## src/hdl/pgdg_pkg.sv

```systemverilog
// pgdg_pkg: widths, constants and shared types of the polar gaussian deviate generator
// no dependencies; imported by every module of the block

package pgdg_pkg;

  // uniform samples
  localparam int IN_W  = 16;
  localparam int UB    = 16;
  localparam int FB    = UB - 1;
  localparam int SW    = 2 * FB;             // radius squared, below one
  localparam int PBW   = $clog2(SW);

  // log2 recurrence
  localparam int LOG_STEPS = 24;
  localparam int MW        = 31;             // normalized mantissa, Q1.30
  localparam int LDW       = $clog2(SW + 1);
  localparam int LW        = LDW + LOG_STEPS;

  // -2 ln s = log2 term times 2 ln 2
  localparam int CW      = 31;
  localparam int T_SHIFT = 22;
  localparam int TW      = LW + CW - T_SHIFT;
  localparam logic [CW-1:0] TWO_LN2_Q30 = CW'(1488522236);

  // square roots
  localparam int RW      = (TW + 1) / 2;
  localparam int D_SHIFT = 16;
  localparam int XW      = SW + D_SHIFT;
  localparam int DW      = (XW + 1) / 2;
  localparam int NQ      = (RW > DW) ? RW : DW;
  localparam int XQ      = 2 * NQ;

  // divide and scale
  localparam int Z_SHIFT = 8;
  localparam int QW      = RW;
  localparam int NW      = UB + RW + Z_SHIFT;
  localparam int PW      = QW + 16;
  localparam int AW      = ((PW > 32) ? PW : 32) + 2;
  localparam int MU_SHIFT = 16;
  localparam int RND_SHIFT = 12;

  localparam int DEV_W = 24;

  // input queue
  localparam int QDEPTH = 4;
  localparam int QAW    = $clog2(QDEPTH);

  // configuration
  localparam int CFG_IW = 2;
  localparam int CFG_W  = 16;
  localparam logic [CFG_IW-1:0] CFG_MEAN   = CFG_IW'(0);
  localparam logic [CFG_IW-1:0] CFG_SPREAD = CFG_IW'(1);
  localparam logic [CFG_W-1:0]  SPREAD_RESET = CFG_W'(256);

  typedef struct packed {
    logic [UB-1:0] v1;
    logic [UB-1:0] v2;
    logic [SW-1:0] s;
  } pgdg_item_t;

  typedef struct packed {
    logic          valid;
    logic [UB-1:0] v1;
    logic [UB-1:0] v2;
    logic [RW-1:0] r;
    logic [DW-1:0] d;
  } pgdg_rad_t;

endpackage

```

## src/hdl/pgdg_front.sv

```systemverilog
// pgdg_front: queues uniform pairs with radius squared in (0, 1), drops all others
// depends on pgdg_pkg

module pgdg_front import pgdg_pkg::*; (
  input  logic            clk,
  input  logic            rst_n,
  input  logic            in_tvalid,
  output logic            in_tready,
  input  logic [31:0]     in_tdata,   // uniform_first [15:0], uniform_second [31:16]
  output pgdg_item_t      head,
  output logic            head_valid,
  input  logic            pop
);

  logic [UB-1:0]   v1, v2, a1, a2;
  logic [2*UB-1:0] s_full;
  logic            keep, push;

  pgdg_item_t      mem_r [QDEPTH];
  logic [QAW-1:0]  wr_ptr_r, rd_ptr_r;
  logic [QAW:0]    cnt_r;

  always_comb begin
    v1 = in_tdata[UB-1:0];
    v2 = in_tdata[IN_W +: UB];
    a1 = v1[UB-1] ? (~v1 + 1'b1) : v1;
    a2 = v2[UB-1] ? (~v2 + 1'b1) : v2;
    s_full = (2*UB)'(a1) * (2*UB)'(a1) + (2*UB)'(a2) * (2*UB)'(a2);
    // zero radius and points on or outside the circle give nothing
    keep = (s_full != '0) && (s_full[2*UB-1:SW] == '0);
  end

  assign in_tready  = (cnt_r != (QAW+1)'(QDEPTH));
  assign push       = in_tvalid && in_tready && keep;
  assign head       = mem_r[rd_ptr_r];
  assign head_valid = (cnt_r != '0);

  always_ff @(posedge clk) begin
    if (push) begin
      mem_r[wr_ptr_r] <= '{v1: v1, v2: v2, s: s_full[SW-1:0]};
    end
  end

  always_ff @(posedge clk) begin
    if (!rst_n) begin
      wr_ptr_r <= '0;
      rd_ptr_r <= '0;
      cnt_r    <= '0;
    end else begin
      if (push) wr_ptr_r <= wr_ptr_r + 1'b1;
      if (pop)  rd_ptr_r <= rd_ptr_r + 1'b1;
      case ({push, pop})
        2'b10:   cnt_r <= cnt_r + 1'b1;
        2'b01:   cnt_r <= cnt_r - 1'b1;
        default: cnt_r <= cnt_r;
      endcase
    end
  end

`ifndef SYNTHESIS
  a_cnt_bound: assert property (@(posedge clk) disable iff (!rst_n)
    cnt_r <= (QAW+1)'(QDEPTH))
    else $error("queue count over depth");
  a_pop_nonempty: assert property (@(posedge clk) disable iff (!rst_n)
    pop |-> (cnt_r != '0))
    else $error("pop from empty queue");
`endif

endmodule

```

## config.mk

```make
export PLATFORM = sky130hd
export DESIGN_NAME = pgdg_front
export DESIGN_NICKNAME = d
export VERILOG_FILES = /design/src/hdl/pgdg_pkg.sv /design/src/hdl/pgdg_front.sv
export SDC_FILE = /design/constraint.sdc
export NUM_CORES = 1
export LEC_CHECK = 0
export BUFFER_PORTS_ARGS = -buffer_cell sky130_fd_sc_hd__buf_2
export CAP_MARGIN = 20
export CELL_PAD_IN_SITES_DETAIL_PLACEMENT = 0
export CELL_PAD_IN_SITES_GLOBAL_PLACEMENT = 1
export CORE_ASPECT_RATIO = 1.5
export CORE_MARGIN = 1.5
export CORE_UTILIZATION = 53
export DETAILED_ROUTE_END_ITERATION = 7
export GPL_TIMING_DRIVEN = 1
export PLACE_DENSITY_LB_ADDON = 0.1
export SLEW_MARGIN = 20
export SYNTH_ARGS = -nofsm -noshare
export SYNTH_HDL_FRONTEND = slang
export SYNTH_SLANG_ARGS = --single-unit
```

## constraint.sdc

```tcl
create_clock -name clk -period 21.2 [get_ports clk]
set_clock_uncertainty 0.2 [all_clocks]
set_input_delay 6.36 -clock clk [delete_from_list [all_inputs] [get_ports clk]]
set_output_delay 6.36 -clock clk [all_outputs]
set_load 0.01 [all_outputs]
```

## Word-level counts from Yosys, hierarchy flattened

Memories as Yosys holds them, arrays and structs flattened. A register that Yosys moved wholly into a read port is not among the register bits.
Index checks and enable logic that the tools add are counted.

- Register bits: 7
- Bits in writable memories: 248
- Input bits: 36
- Output and inout bits: 64
- Logic and storage cells: 32
- Memories: 1

- Add/subtract/negate cells: 7
- Multipliers: 2
- Equal/unequal tests: 3
- Multiplexer cells: 7
- Bitwise logic cells: 2
- Reduce and logical (&&, ||, !) cells: 7

Memories:

| memory | words | bits a word | rd ports | clocked after Yosys merged registers in | write ports | line | source |
|---|---|---|---|---|---|---|---|
| mem_r | 4 | 62 | 1 | 1 | 1 | pgdg_front.sv:19 | `pgdg_item_t mem_r [QDEPTH];` |

Operators with widths:

| cell | count |
|---|---|
| $mul 16x16->32 | 2 |
| $add 16x1->16 const B | 2 |
| $add 32x32->32 | 1 |
| $mux 16 | 2 |
| $not 16->16 | 2 |
| $reduce_bool 32->1 | 1 |
| $pmux 3 s2 | 1 |
| $add 2x1->2 const B | 2 |
| $mux 2 | 2 |
| $add 3x1->3 const B | 1 |
| $logic_and 1x1->1 | 3 |
| $ne 3x3->1 const B | 1 |
| $reduce_bool 3->1 | 1 |
| $sub 3x1->3 const B | 1 |
| $eq 2x1->1 const B | 1 |
| $eq 2x2->1 const B | 1 |
| $logic_not 2->1 | 1 |
| $mux 1 | 2 |
| $reduce_bool 2->1 | 1 |

## Longest topological paths before layout

- Word-level depth: 10
- Depth in mapped cells: 41
- Gate-level depth less buffers: 37

## Worst setup path after synthesis

OpenSTA, ideal clock, no wires.

- Path type: input to register
- Start point: in in_tdata[16]
- End point: mem mem_r[0][0] in the netlist's numbering, enable pin
- Setup time: 0.482 ns
- Arrival time: 17.781 ns
- Data required time: 20.518 ns
- Setup slack: 2.737 ns
- Stages: 31
- Path buffers: 3
- Cell sequence: clkinv_1 clkbuf_1 ha_1 or3b_2 or4_1 clkbuf_1 o31ai_1 xnor2_1 clkinv_1 nor2_1 inv_1 fa_1 fa_1 fa_1 fa_1 fa_1 fa_1 fa_1 fa_1 inv_1 ha_1 clkbuf_1 nand2_1 o21ai_0 nor2_1 a311oi_1 o211ai_1 and3_4 nor4_4 o21ai_2 nor2_1

- Longest elaborated chain between the ends: 10
- Elaborated cells on any way between the ends: 11
- Classes of those cells: add/sub (2); mul (1); mux (3); bitwise (1); reduce/logical (4)

RTL lines:

| element | line | source |
|---|---|---|
| from (decl) | pgdg_front.sv:9 | `input logic [31:0] in_tdata,` |
| $not 16->16 | pgdg_front.sv:27 | `a2 = v2[UB-1] ? (~v2 + 1'b1) : v2;` |
| $add 16x1->16 | pgdg_front.sv:27 |  |
| $mux 16 (*) | pgdg_front.sv:27 |  |
| $mul 16x16->32 (*) | pgdg_front.sv:28 | `s_full = (2*UB)'(a1) * (2*UB)'(a1) + (2*UB)'(a2) * (2*UB)'(a2);` |
| $add 32x32->32 (*) | pgdg_front.sv:28 |  |
| $reduce_bool 32->1 or $logic_not 2->1 (tied branches) | pgdg_front.sv:30 | `keep = (s_full != '0) && (s_full[2*UB-1:SW] == '0);` |
| $logic_and 1x1->1 (*) | pgdg_front.sv:30 |  |
| $logic_and 1x1->1 (*) | pgdg_front.sv:34 | `assign push = in_tvalid && in_tready && keep;` |
| $mux 1 (*) | pgdg_front.sv:39 | `if (push) begin` |
| $mux 1 (not written as such) (*) | pgdg_front.sv:40 | `mem_r[wr_ptr_r] <= '{v1: v1, v2: v2, s: s_full[SW-1:0]};` |
| to (decl) | pgdg_front.sv:19 |  |

Mark *: on every way between the ends. The rest lies on a longest branch, timed or not.

## Worst setup path after layout

- Start point: in in_tdata[16]
- End point: reg cnt_r[2]

- Longest elaborated chain between the ends: 10
- Elaborated cells on any way between the ends: 13
- Classes of those cells: add/sub (2); mul (1); eq/ne (2); mux (2); bitwise (1); reduce/logical (5)

RTL lines:

| element | line | source |
|---|---|---|
| $not 16->16 | pgdg_front.sv:27 |  |
| $add 16x1->16 | pgdg_front.sv:27 |  |
| $mux 16 (*) | pgdg_front.sv:27 |  |
| $mul 16x16->32 (*) | pgdg_front.sv:28 |  |
| $add 32x32->32 (*) | pgdg_front.sv:28 |  |
| $reduce_bool 32->1 or $logic_not 2->1 (tied branches) | pgdg_front.sv:30 |  |
| $logic_and 1x1->1 (*) | pgdg_front.sv:30 |  |
| $logic_and 1x1->1 (*) | pgdg_front.sv:34 |  |
| $eq 2x1->1 or $eq 2x2->1 (tied branches) | pgdg_front.sv:52 | `case ({push, pop})` |
| $pmux 3 s2 or $reduce_bool 2->1 (tied branches) | n/a |  |
| to (signal assigned) | pgdg_front.sv:53 | `2'b10: cnt_r <= cnt_r + 1'b1;` |
| to (signal assigned) | pgdg_front.sv:54 | `2'b01: cnt_r <= cnt_r - 1'b1;` |
| to (signal assigned) | pgdg_front.sv:55 | `default: cnt_r <= cnt_r;` |
| to (decl) | pgdg_front.sv:21 | `logic [QAW:0] cnt_r;` |

Marks and branches as above.
A chain may end at the register's enable or synchronous reset.

==> impl_metrics.env <==
export IMPL_route_detailed_drc=0
export IMPL_drtIter0Drc=1005
export IMPL_setup_viol=0
export IMPL_post_cts_buffers=0
export IMPL_cpMostUsedCell="fa_1"
export IMPL_gp_congestion=0.9029
export IMPL_cts_max_level=1
export IMPL_cts_buffers=24
export IMPL_avgRoutedWirePerCell_um=20.94
export IMPL_yosysSeqAreaShare_pct=30.99
export IMPL_drive_above_1_share_pct=11.16
export IMPL_relSlewSlack_pct=25.27
export IMPL_postRouteAntennaNets=0
export IMPL_fp_dieW_um=178.9
export IMPL_ys_warn_count=0
export IMPL_cts_tree="yes"
export IMPL_grt_pass1_wl_um=92240
export IMPL_drv_slew=0
export IMPL_tns_ps=0
export IMPL_maxCapViolations=0
export IMPL_final_common_cell="inv_1"
export IMPL_start_util_pct=53.78
export IMPL_hold_violations=0
export IMPL_tightestPinTransition_ps=1113
export IMPL_cts_root_buf="clkbuf_16"
export IMPL_core_area_mm2=0.04576
export IMPL_critPathTopFamily="adder cells"
export IMPL_area_growth_synth_to_final_pct=8.561
export IMPL_cp_data_required_time_ps=21470
export IMPL_fin_crit_ps=18520
export IMPL_clk_pin_slew_worst_paths_ps=70
export IMPL_post_route_period_util_pct=87.36
export IMPL_whs_ps=310.3
export IMPL_r2r_end="mem_r[0][39]"
export IMPL_r2r_slack_ps=17900
export IMPL_syn_inst=2074
export IMPL_fmax_mhz=54.00
export IMPL_numPortBuffers=99
export IMPL_antenna_found_initial=0
export IMPL_totalWireLength_um=58480
export IMPL_status="finished, final reports clean"
export IMPL_min_path_type="flip-flop to flip-flop"
export IMPL_diodes=0
export IMPL_cp_end_kind="flip-flop"
export IMPL_synth_flop_cell="edfxtp_1"
export IMPL_dpl_hpwl_um=47960
export IMPL_grt_ovfl_total=0
export IMPL_ys_ff_latch=257
export IMPL_synth_cell_types=71
export IMPL_cp_slowest_cell="a2111oi_0"
export IMPL_clock_path_buffers=3
export IMPL_start_kind="primary input"
export IMPL_nets=2801
export IMPL_cts_resized=0
export IMPL_dp_slack_ps=2162
export IMPL_grt_max_degree=63
export IMPL_layout_setup_ws_ps=2681
export IMPL_ys_async_sr_fraction_pct=0
export IMPL_crit_fanout=18
export IMPL_holdBufCountCts=0
export IMPL_vias=15340
export IMPL_min_delay_start="wr_ptr_r[0]"
export IMPL_r2r_start="cnt_r[0]"
export IMPL_ioPinCount=100
export IMPL_rows=96
export IMPL_die_y_um=266.9
export IMPL_rsz0062_at_grt="false"
export IMPL_crit_type="primary input to flip-flop"
export IMPL_hold_end="wr_ptr_r[0]"
export IMPL_path_buf_inv=5
export IMPL_clock_sinks=257
export IMPL_synth_area_per_cell_um2=11.87
export IMPL_final_cell_mix="516 x inv_1, 385 x fa_1, 248 x edfxtp_1"
export IMPL_grt_pass1_vias=17030
export IMPL_synth_edff_count=248
export IMPL_reg2reg_depth=7
export IMPL_track_usage_pct=26.03
export IMPL_arrival_ps=18790
export IMPL_routed_via_density=5.492
export IMPL_n_fill_cell=3858
export IMPL_syn_cell_area_mm2=0.02461
export IMPL_clk_latency_ps=550
export IMPL_max_stage_delay_ps=820
export IMPL_dieArea_mm2=0.04776
export IMPL_drtPass1Iterations=5
export IMPL_min_path_cells=2
## Yosys cell counts (3+ instances only)
cell,count,area (um^2)
inv_1,516,1937
fa_1,385,7707
edfxtp_1,248,7447
ha_1,192,2402
nor2_1,148,555.5
nand2_1,141,529.3
mux4_2,62,1396
clkbuf_1,40,150.1
a21oi_1,38,190.2
xnor2_1,32,280.3
xor2_1,32,280.3
o21ai_0,31,155.2
nand3_1,16,80.08
nand4_1,15,93.84
nor3_1,13,65.06
a21o_1,12,90.09
clkinv_1,12,45.04
buf_1,10,37.54
dfxtp_1,9,180.2
a211oi_1,7,52.55
and2_1,7,43.79
o31ai_1,7,52.55
nor4_1,5,31.28
o211ai_1,5,37.54
o21bai_1,5,37.54
mux2i_1,4,40.04
nand2b_1,4,25.02
o21a_1,4,30.03
o41ai_1,4,35.03
or3_1,4,25.02
or4_1,4,30.03
a311oi_1,3,26.28
a31o_2,3,26.28
a31oi_1,3,18.77
and3_1,3,18.77
nor3b_1,3,22.52
## layout make-up
class                      count  area, um^2  share of cell area, %
tap                          588       735.7                  2.754
clock inverter                18       197.7                 0.7399
multi-input combinational   1257       14910                  55.82
timing repair buffer         120       653.1                  2.445
inverter                     528        1982                  7.418
sequential                   257        7632                  28.57
clock buffer                  25       604.3                  2.262
## cell families after synthesis
family                   synth area share [%]
buffers and inverters                   8.932
flip-flops                              30.99
AO/OA/AOI/OAI                           3.894
AND/OR/NAND/NOR                         6.960
XOR/XNOR                                2.278
other                                 0.03051
adder cells (fa/ha/maj)                 41.08
multiplexers                            5.836
## sequential cells by signal, indices dropped and copies added (netlist names), named ones only
register / cells
rd_ptr_r: 2
mem_r: 248
wr_ptr_r: 2
cnt_r: 3
## worst max path at each step
stage                       startpoint           to  slack [ps]  cells past startpoint
final                     in_tdata[16]     cnt_r[2]        2680                     34
after CTS                 in_tdata[16]     cnt_r[2]        2720                     34
after detailed placement  in_tdata[16]     cnt_r[2]        2160                     34
after global routing      in_tdata[16]     cnt_r[2]        1900                     34
after floorplan           in_tdata[16]  mem_r[0][0]        2740                     31
after global placement    in_tdata[16]     cnt_r[2]        2510                     36
## tightest hold or removal path, stage by stage (launching register included)
cell	delay (ps)
dfxtp_1	340
nand2_1	60
mux2i_1	60
## routing by layer
layer | part of all wire, % | up-vias | track usage, %
met2 | 55 | 372 | 48.34
met3 | 3.8 | 113 | 2.123
met1 | 36 | 8008 | 30.59
li1 | - | 6847 | -
met4 | 4.4 | 0 | 10.61
met5 | 0 | - | 0
## through the flow
stage / utilization [%] / std cells / instance area (um^2)
after floorplan: - / 2096 / 24690
after global placement: 56.60 / 2750 / 25900
after detailed placement: 56.61 / 2750 / 25910
after CTS: 58.37 / 2793 / 26710
after global routing: 58.38 / 2793 / 26720
final: 58.38 / 2793 / 26720
Power is not shown: default switching activity piles up to over one toggle a cycle in this logic, so the estimate is an artifact.
